--- src/design/ebalu_pkg.sv ---
// Shared types and operation codes for the eight-bit ALU with flags.
// No dependencies; used by ebalu_core, eight_bit_alu_with_flags and the testbench.
package ebalu_pkg;

    localparam int unsigned CMD_W  = 5;
    localparam int unsigned BYTE_W = 8;
    localparam int unsigned BIT_W  = 3;
    localparam int unsigned FLAG_W = 4;

    // Flag positions within a flag nibble
    localparam int unsigned FLAG_Z_POS = 3;
    localparam int unsigned FLAG_N_POS = 2;
    localparam int unsigned FLAG_H_POS = 1;
    localparam int unsigned FLAG_C_POS = 0;

    // DAA constants
    localparam logic [BYTE_W-1:0] DAA_HI_ADJ = 8'h60;
    localparam logic [BYTE_W-1:0] DAA_LO_ADJ = 8'h06;
    localparam logic [BYTE_W-1:0] DAA_HI_LIM = 8'h99;
    localparam logic [3:0]        DAA_LO_LIM = 4'h9;

    typedef enum logic [CMD_W-1:0] {
        CMD_ADD  = 5'd0,
        CMD_ADC  = 5'd1,
        CMD_SUB  = 5'd2,
        CMD_SBC  = 5'd3,
        CMD_AND  = 5'd4,
        CMD_XOR  = 5'd5,
        CMD_OR   = 5'd6,
        CMD_CP   = 5'd7,
        CMD_INC  = 5'd8,
        CMD_DEC  = 5'd9,
        CMD_RLCA = 5'd10,
        CMD_RRCA = 5'd11,
        CMD_RLA  = 5'd12,
        CMD_RRA  = 5'd13,
        CMD_DAA  = 5'd14,
        CMD_CPL  = 5'd15,
        CMD_SCF  = 5'd16,
        CMD_CCF  = 5'd17,
        CMD_RLC  = 5'd18,
        CMD_RRC  = 5'd19,
        CMD_RL   = 5'd20,
        CMD_RR   = 5'd21,
        CMD_SLA  = 5'd22,
        CMD_SRA  = 5'd23,
        CMD_SWAP = 5'd24,
        CMD_SRL  = 5'd25,
        CMD_BIT  = 5'd26,
        CMD_RES  = 5'd27,
        CMD_SET  = 5'd28
    } t_cmd;

    typedef struct packed {
        logic [CMD_W-1:0]  command;
        logic [BYTE_W-1:0] operand_a;
        logic [BYTE_W-1:0] operand_b;
        logic [BIT_W-1:0]  bit_index;
        logic [FLAG_W-1:0] flags_in;
    } t_alu_in;

    typedef struct packed {
        logic [BYTE_W-1:0] result;
        logic [FLAG_W-1:0] flags_out;
        logic              write_result;
    } t_alu_out;

endpackage

--- src/design/ebalu_core.sv ---
// Combinational datapath of the eight-bit ALU: result byte, flags, write enable.
// Depends on ebalu_pkg.
module ebalu_core
    import ebalu_pkg::*;
(
    input  t_alu_in  i_op,
    output t_alu_out o_res
);

    logic [BYTE_W-1:0] a;
    logic [BYTE_W-1:0] b;
    logic              cin;
    logic              zin;
    logic              nin;
    logic              hin;
    logic              c_use;
    logic [BYTE_W:0]   sum9;
    logic [4:0]        hsum;
    logic [BYTE_W:0]   dif9;
    logic [4:0]        hdif;
    logic [BYTE_W-1:0] mask;
    logic [BYTE_W-1:0] daa_adj;
    logic              daa_c;
    logic [BYTE_W-1:0] r;
    logic              fz;
    logic              fn;
    logic              fh;
    logic              fc;
    logic              z_auto;
    logic              wr;
    logic              keep_flags;

    assign a   = i_op.operand_a;
    assign b   = i_op.operand_b;
    assign cin = i_op.flags_in[FLAG_C_POS];
    assign zin = i_op.flags_in[FLAG_Z_POS];
    assign nin = i_op.flags_in[FLAG_N_POS];
    assign hin = i_op.flags_in[FLAG_H_POS];

    // Carry-in only for the with-carry forms
    assign c_use = ((i_op.command == CMD_ADC) || (i_op.command == CMD_SBC)) ? cin : 1'b0;

    assign sum9 = {1'b0, a} + {1'b0, b} + {{BYTE_W{1'b0}}, c_use};
    assign hsum = {1'b0, a[3:0]} + {1'b0, b[3:0]} + {4'b0, c_use};
    // Borrow out shows as the top bit of the widened difference
    assign dif9 = {1'b0, a} - {1'b0, b} - {{BYTE_W{1'b0}}, c_use};
    assign hdif = {1'b0, a[3:0]} - {1'b0, b[3:0]} - {4'b0, c_use};

    assign mask = BYTE_W'(1) << i_op.bit_index;

    always_comb begin
        daa_adj = '0;
        daa_c   = cin;
        if (!nin) begin
            if (cin || (a > DAA_HI_LIM)) begin
                daa_adj = daa_adj | DAA_HI_ADJ;
                daa_c   = 1'b1;
            end
            if (hin || (a[3:0] > DAA_LO_LIM)) begin
                daa_adj = daa_adj | DAA_LO_ADJ;
            end
        end else begin
            if (cin) daa_adj = daa_adj | DAA_HI_ADJ;
            if (hin) daa_adj = daa_adj | DAA_LO_ADJ;
        end
    end

    always_comb begin
        r          = a;
        wr         = 1'b1;
        z_auto     = 1'b1;
        keep_flags = 1'b0;
        fz         = zin;
        fn         = 1'b0;
        fh         = 1'b0;
        fc         = 1'b0;
        unique case (t_cmd'(i_op.command))
            CMD_ADD, CMD_ADC: begin
                r  = sum9[BYTE_W-1:0];
                fh = hsum[4];
                fc = sum9[BYTE_W];
            end
            CMD_SUB, CMD_SBC, CMD_CP: begin
                r  = dif9[BYTE_W-1:0];
                fn = 1'b1;
                fh = hdif[4];
                fc = dif9[BYTE_W];
            end
            CMD_AND: begin r = a & b; fh = 1'b1; end
            CMD_XOR: r = a ^ b;
            CMD_OR:  r = a | b;
            CMD_INC: begin
                r  = a + 8'd1;
                fh = (a[3:0] == 4'hF);
                fc = cin;
            end
            CMD_DEC: begin
                r  = a - 8'd1;
                fn = 1'b1;
                fh = (a[3:0] == 4'h0);
                fc = cin;
            end
            CMD_RLCA: begin r = {a[6:0], a[7]}; fc = a[7]; z_auto = 1'b0; fz = 1'b0; end
            CMD_RRCA: begin r = {a[0], a[7:1]}; fc = a[0]; z_auto = 1'b0; fz = 1'b0; end
            CMD_RLA:  begin r = {a[6:0], cin};  fc = a[7]; z_auto = 1'b0; fz = 1'b0; end
            CMD_RRA:  begin r = {cin, a[7:1]};  fc = a[0]; z_auto = 1'b0; fz = 1'b0; end
            CMD_DAA: begin
                r  = nin ? (a - daa_adj) : (a + daa_adj);
                fn = nin;
                fc = daa_c;
            end
            CMD_CPL: begin
                r      = ~a;
                z_auto = 1'b0;
                fn     = 1'b1;
                fh     = 1'b1;
                fc     = cin;
            end
            CMD_SCF: begin z_auto = 1'b0; fc = 1'b1; end
            CMD_CCF: begin z_auto = 1'b0; fc = ~cin; end
            CMD_RLC:  begin r = {a[6:0], a[7]};  fc = a[7]; end
            CMD_RRC:  begin r = {a[0], a[7:1]};  fc = a[0]; end
            CMD_RL:   begin r = {a[6:0], cin};   fc = a[7]; end
            CMD_RR:   begin r = {cin, a[7:1]};   fc = a[0]; end
            CMD_SLA:  begin r = {a[6:0], 1'b0};  fc = a[7]; end
            CMD_SRA:  begin r = {a[7], a[7:1]};  fc = a[0]; end
            CMD_SWAP: r = {a[3:0], a[7:4]};
            CMD_SRL:  begin r = {1'b0, a[7:1]};  fc = a[0]; end
            CMD_BIT: begin
                z_auto = 1'b0;
                fz     = ((a & mask) == '0);
                fh     = 1'b1;
                fc     = cin;
            end
            CMD_RES: begin r = a & ~mask; keep_flags = 1'b1; end
            CMD_SET: begin r = a | mask;  keep_flags = 1'b1; end
            default: keep_flags = 1'b1;
        endcase

        // Compare, bit test and unused codes leave the target untouched
        if ((i_op.command == CMD_CP) || (i_op.command == CMD_BIT) ||
            (i_op.command > CMD_SET)) begin
            wr = 1'b0;
        end
        if (z_auto) fz = (r == '0);
    end

    assign o_res.result       = ((i_op.command == CMD_CP) || !wr) ? a : r;
    assign o_res.flags_out    = keep_flags ? i_op.flags_in : {fz, fn, fh, fc};
    assign o_res.write_result = wr;

endmodule

--- src/design/eight_bit_alu_with_flags.sv ---
// Top level of the eight-bit ALU with flags: input register, datapath, result register.
// Depends on ebalu_pkg and ebalu_core.
//
//  channel  | dir | tdata (low bit up)                          | tuser
//  ---------+-----+---------------------------------------------+--------------
//  s_axis   | in  | operand_a[7:0] operand_b[15:8]              | command[4:0]
//           |     | bit_index[18:16] flags_in[22:19] pad[23]    |
//  m_axis   | out | result[7:0] flags_out[11:8] pad[15:12]      | write_result
//
// An accepted beat is held in one register in front of the datapath and its
// result in one register behind it. One beat is taken every cycle while
// the result side keeps up; the whole operation is one pass through ebalu_core.
// Each stage holds while its successor is full and stalled, so a stalled
// output backs up through the input stage to s_axis_tready.
// Synchronous active-low reset clears only the stage valid flags.
module eight_bit_alu_with_flags
    import ebalu_pkg::*;
(
    input  logic        i_clk,
    input  logic        i_rst_n,
    input  logic        s_axis_tvalid,
    output logic        s_axis_tready,
    input  logic [23:0] s_axis_tdata,  // operand_a, operand_b, bit_index, flags_in, pad
    input  logic [4:0]  s_axis_tuser,  // command
    output logic        m_axis_tvalid,
    input  logic        m_axis_tready,
    output logic [15:0] m_axis_tdata,  // result, flags_out, pad
    output logic        m_axis_tuser   // write_result
);

    logic     r_in_valid;
    logic     n_in_valid;
    t_alu_in  r_in;
    logic     r_out_valid;
    logic     n_out_valid;
    t_alu_out r_out;
    t_alu_out core_res;
    logic     out_adv;   // result stage free to load
    logic     in_take;   // input beat accepted this cycle

    assign out_adv       = !r_out_valid || m_axis_tready;
    assign s_axis_tready = !r_in_valid || out_adv;
    assign in_take       = s_axis_tvalid && s_axis_tready;

    always_comb begin
        n_in_valid = r_in_valid;
        if (s_axis_tready) n_in_valid = s_axis_tvalid;
        n_out_valid = r_out_valid;
        if (out_adv) n_out_valid = r_in_valid;
    end

    always_ff @(posedge i_clk) begin
        if (!i_rst_n) begin
            r_in_valid  <= 1'b0;
            r_out_valid <= 1'b0;
        end else begin
            r_in_valid  <= n_in_valid;
            r_out_valid <= n_out_valid;
        end
    end

    // Payload registers: no reset needed
    always_ff @(posedge i_clk) begin
        if (in_take) begin
            r_in.command   <= s_axis_tuser;
            r_in.operand_a <= s_axis_tdata[7:0];
            r_in.operand_b <= s_axis_tdata[15:8];
            r_in.bit_index <= s_axis_tdata[18:16];
            r_in.flags_in  <= s_axis_tdata[22:19];
        end
        if (out_adv && r_in_valid) begin
            r_out <= core_res;
        end
    end

    ebalu_core u_core (
        .i_op  (r_in),
        .o_res (core_res)
    );

    assign m_axis_tvalid = r_out_valid;
    assign m_axis_tdata  = {4'b0, r_out.flags_out, r_out.result};
    assign m_axis_tuser  = r_out.write_result;

endmodule

--- config.mk ---
export PLATFORM = sky130hd
export DESIGN_NAME = eight_bit_alu_with_flags
export DESIGN_NICKNAME = d
export VERILOG_FILES = /design/src/design/ebalu_pkg.sv /design/src/design/ebalu_core.sv /design/src/design/eight_bit_alu_with_flags.sv
export SDC_FILE = /design/constraint.sdc
export NUM_CORES = 1
export LEC_CHECK = 0
export BUFFER_PORTS_ARGS = -buffer_cell sky130_fd_sc_hd__buf_2
export CELL_PAD_IN_SITES_DETAIL_PLACEMENT = 2
export CELL_PAD_IN_SITES_GLOBAL_PLACEMENT = 2
export CORE_ASPECT_RATIO = 1.2
export CORE_UTILIZATION = 33
export DETAILED_ROUTE_END_ITERATION = 10
export MAX_ROUTING_LAYER = met4
export PLACE_DENSITY = 0.86
export SLEW_MARGIN = 10
export SYNTH_ARGS = -nofsm -noshare
export SYNTH_HDL_FRONTEND = slang
export SYNTH_HIERARCHICAL = 1
export SYNTH_SLANG_ARGS = --single-unit
--- constraint.sdc ---
create_clock -name i_clk -period 3.6 [get_ports i_clk]
set_input_delay 0.18 -clock i_clk [delete_from_list [all_inputs] [get_ports i_clk]]
set_output_delay 0.18 -clock i_clk [all_outputs]
set_load 0.02 [all_outputs]
# After elaboration in Yosys (flattened, before gate mapping)
# Index checks and enable logic that the tools add are counted.
[word_totals] inputBits=33 latch_bits=0 reg_bits=43 mem_bits_rw=0 output_inout_bits=19 wordCells=112 romBits=0 n_memories=0
[classes] multipliers=0 bitwise_logic=9 n_div=0 n_lt_le_gt_ge=3 reduce_logical=30 n_shift=1 add_sub_neg=12 n_mux=18 eq_ne=29
[op_table] cell="$pmux W8 S19" count=1
[op_table] cell="$eq A5 B5 Y1 const B" count=13
[op_table] cell="$eq A5 B4 Y1 const B" count=8
[op_table] cell="$reduce_or A27 Y1" count=1
[op_table] cell="$and A8 B8 Y8" count=3
[op_table] cell="$mux W7" count=3
[op_table] cell="$eq A5 B3 Y1 const B" count=4
[op_table] cell="$logic_not A8 Y1" count=2
[op_table] cell="$mux W8" count=2
[op_table] cell="$not A8 Y8" count=2
[op_table] cell="$or A8 B8 Y8" count=2
[op_table] cell="$eq A5 B2 Y1 const B" count=2
[op_table] cell="$reduce_or A2 Y1" count=5
[op_table] cell="$reduce_or A5 Y1" count=2
[op_table] cell="$add A8 B8 Y9" count=1
[op_table] cell="$add A9 B1 Y9" count=1
[op_table] cell="$sub A8 B8 Y9" count=1
[op_table] cell="$sub A9 B1 Y9" count=1
[op_table] cell="$add A8 B1 Y8 const B" count=1
[op_table] cell="$add A8 B8 Y8" count=1
[op_table] cell="$gt A8 B8 Y1 const B" count=1
[op_table] cell="$logic_or A1 B1 Y1" count=8
[op_table] cell="$pmux W1 S8" count=1
[op_table] cell="$reduce_or A4 Y1" count=2
[op_table] cell="25 further kinds" count=34

# Depth between registers and ports, before layout
[depth] word_depth=11 mapped_depth=17

# By module
# Netlist, hierarchy kept.
[by_module_without_submodules] mod="ebalu_core" cells_per_inst=473 instances=1 area_each_um2=3230.6
[by_module_without_submodules] mod="eight_bit_alu_with_flags" cells_per_inst=55 instances=1 area_each_um2=1368.8

# Worst setup path after synthesis
# OpenSTA, ideal clock, no wires.
[synth_timing] kind="reg2reg" startpoint="reg r_in[25] (netlist bit)" endpoint="reg r_out (netlist bit m_axis_tdata[11]), data pin" required_time_ns=3.435 path_buffers=2 arrival_time_ns=3.646 setup_slack_ns=-0.211 stages_incl_launch_ff=15 path_cell_list="edfxtp_1 buf_6 buf_6 or2_2 or3_1 fa_1 fa_1 nand2b_1 a2111oi_0 a21oi_1 xor2_1 a221oi_1 a32o_1 nand4_1 o31ai_2"
[synth_rtl] item="start, declared" line="eight_bit_alu_with_flags.sv:33" source="t_alu_in r_in;"
[synth_rtl] item="end signal, assigned" line="eight_bit_alu_with_flags.sv:72" source="r_out <= core_res;"
[synth_rtl] item="end, declared" line="eight_bit_alu_with_flags.sv:36" source="t_alu_out r_out;"

==> flow_summary.toml <==
[place]
place_area_um2 = 5250
place.gp.congestion = 0.991
dp_slack_ps = -209
io_buffers = 46
place_hpwl_um = 16500

[clocking]
htree_num_levels = 2
clk_pin_slew_ps = 80
clk_latency_ps = 310
cts_made_buffers = 5
numClockSinks = 43
root_buffer = "clkbuf_16"
cts_tree = "done"
hold_buffers = 0
cts_buffer_depth = 2

[sta]
slew_headroom_pct = 30.3
rsz0062_at_grt = "true"
fin_crit_ps = 3770
finalCritPeriodShare_pct = 105
clock-skew-final_ps = 15.1
setup_slack_ps = -168
finalHoldViolCount = 0
finalSetupViolations = 2
worstMarginPinSlew_ps = 1040
slew_viol_final = 0
fmax_ghz = 0.265

[yosys]
synth-seq-cells = 43
yosysWarnings = 6
synth.distinct_cells = 91
synth_top_family_by_area = "compound AO/OA/AOI/OAI gates"
synth_edf_count = 41
netlist.area_leader.share_pct = 26.8
yosys-top-cells-area = "edfxtp_1, ha_1, a21oi_1, o21ai_0, nor2_1"
yosysTopAreaCell = "edfxtp_1"
synth-xor-area-share_pct = 3.73
synth_compound_area_share_pct = 27.0
synth_fa_ha_area_share_pct = 10.8
synthFlopType = "edfxtp_1"
synthMuxAreaShare_pct = 1.20
synthArstFlopShare_pct = 0
yosys.area_share.simple_pct = 21.6
seq_area_frac_synth_pct = 27.6
syn_inst = 528
syn_area_um2 = 4600
synth.avg_cell_area_um2 = 8.71

[routing]
detail-route-antenna-nets = 0
routed_wl_um = 22400
drt-initial-drc-count = 423
wl_per_cell_um = 28.8
post-route-drc-count = 0
routed_via_density = 6.30
drt_first_pass_iters = 5
vias = 4902

[critical_path]
r2r-start = "r_in[16]"
r2r-end = "m_axis_tdata[11]"
end_kind = "register"
arrival_ps = 3900
path_class = "reg2reg"
r2r_setup_slack_ps = -170
startpoint_type = "register"
worstRegToRegCells = 16
cp_data_required_time_ps = 3730
path_max_fanout = 2

[finish]
final_layout_size_suffix_gt1_share_pct = 28.7
design_area_um2 = 5590
diodes = 0
n_fill_cell = 1486
mostFrequentLayoutCells = "buf_4, buf_2, edfxtp_1, a21oi_1, nor2_1"
syn2layout_area_growth_pct = 21.6
layout_commonest_cell = "buf_4"
post-route-util_pct = 41.7
nNetsFinal = 678

[power]
p_seq_share_pct = 33.0
p_leak_nw = 2.26
p_switching_uw = 696
ir_drop_mv = 0.275
power.density_nw_per_um2 = 337
p_int_mw = 1.19
p_clk_share_pct = 30.0
p_comb_share_pct = 37.0
switching_share_pct = 36.9

[floorplan]
die_w_um = 110
num_rows = 46
chipHeight_um = 131
coreArea_um2 = 13400
start_util_pct = 34.3
die_area_um2 = 14400
ios = 52

[run]
drv_cap = 0

[hold_path]
worstHoldPathType = "in2reg"
holdPathEnd = "r_in[18]"
hold_depth = 1
hp-start = "s_axis_tdata[3]"

[grt]
antenna_found_initial = 0
grt_max_degree = 35
grt_pass1_vias = 5198
overflow = 0
grt_util_met3_pct = 5.21
use_met1_pct = 36.2
grt_pass1_wl_um = 32100
grt.total_usage_pct = 31.8
busiest_layer = "met2"
gr-usage-met2_pct = 50.6

[status]
failed_checks = "negative setup slack"
status = "finished, violations left"
worst max path at each step:
stage,startpoint,end,slack (ps)
floorplan,r_in[25],m_axis_tdata[11],40
global placement,r_in[26],m_axis_tdata[11],-40
detailed placement,r_in[16],m_axis_tdata[11],-210
CTS,r_in[16],m_axis_tdata[11],-40
global route,r_in[16],m_axis_tdata[11],-220
finish,r_in[16],m_axis_tdata[11],-170
repair_timing:
item / in CTS / in global routing
buffers inserted: 1 / 12
resized for setup: 6 / 18
pin swaps: 11 / 17
setup endpoints to repair: 4 / 5
flip-flops by register name (all words and copies together) (netlist names):
register / cells
r_in: 28
m_axis_tdata: 12
m_axis_tuser: 1
m_axis_tvalid: 1
r_in_valid: 1
critical path, cell delays in order, from the launching register on:
cell       delay, ps
edfxtp_1         450
o21ai_1          180
buf_4            160
o211ai_1          90
a31oi_1          310
ha_1             300
o21ai_1          160
a21oi_1          110
ha_1             300
or3_1            320
o21ai_0          130
a31oi_2          110
xnor3_1          300
nor2_1            90
a2111oi_4        230
a21oi_1          110
o31ai_2          260
metal layers:
layer  share of wire [%]  up-vias
li1                    -     2140
met1                  38     2437
met2                  49      238
met3                 6.0       87
met4                 7.2        0
met5                   0        -
area by class of cell:
| type | count | area (µm²) | area share, % |
|---|---|---|---|
| inverters | 35 | 131 | 2.35 |
| repair buffers | 108 | 696 | 12.4 |
| multi-input cells | 416 | 3120 | 55.7 |
| clock buffers | 5 | 125 | 2.24 |
| clock inverters | 3 | 43.8 | 0.783 |
| flip-flops and latches | 43 | 1270 | 22.7 |
| well taps | 168 | 210 | 3.76 |
through the flow:
stage,hold slack [ps],TNS [ps],cells,power (mW)
finish,39.9,-274,778,1.89
global route,36.3,-637,778,1.94
CTS,34.4,-42.7,767,1.84
detailed placement,358,-377,758,1.27
global placement,356,-77.3,758,1.22
floorplan,279,0,531,1.03
synthesized netlist by cell type, types with 4 or more instances:
master,n
a221oi_1,5
a31oi_1,6
xor2_1,6
o21ai_1,4
nand4_1,4
fa_1,5
o211ai_1,4
ha_1,31
clkbuf_1,14
or2_2,7
o21ai_0,33
buf_2,7
nand3_1,11
inv_1,34
a22oi_1,4
o21a_1,4
xnor2_1,11
nor4_1,6
or3_1,5
a2111oi_0,4
nor2b_1,7
a21oi_1,42
nand2b_1,10
o22ai_1,8
and3b_1,4
a211oi_1,5
buf_4,10
nand2_1,36
edfxtp_1,41
nor2_1,41
nand3b_1,10
nor3_1,10
o2111ai_1,6
buf_6,6
power groups by stage:
stage	sequential, mW	clock, mW	combinational [mW]
finish	0.622	0.567	0.697
detailed placement	0.632	0	0.635
floorplan	0.634	0	0.392
global route	0.626	0.583	0.734
CTS	0.621	0.569	0.647
global placement	0.626	0	0.599
cells by family (layout without fill, tap and decap cells):
group	count (synthesis)	count (layout)
other cells	1	4
compound gates	174	174
mux	4	4
flops	43	43
fa+ha+maj	37	37
xor+xnor	18	18
simple gates	179	179
buf+inv	72	151
No activity file was read; power rests on OpenSTA's default activity.
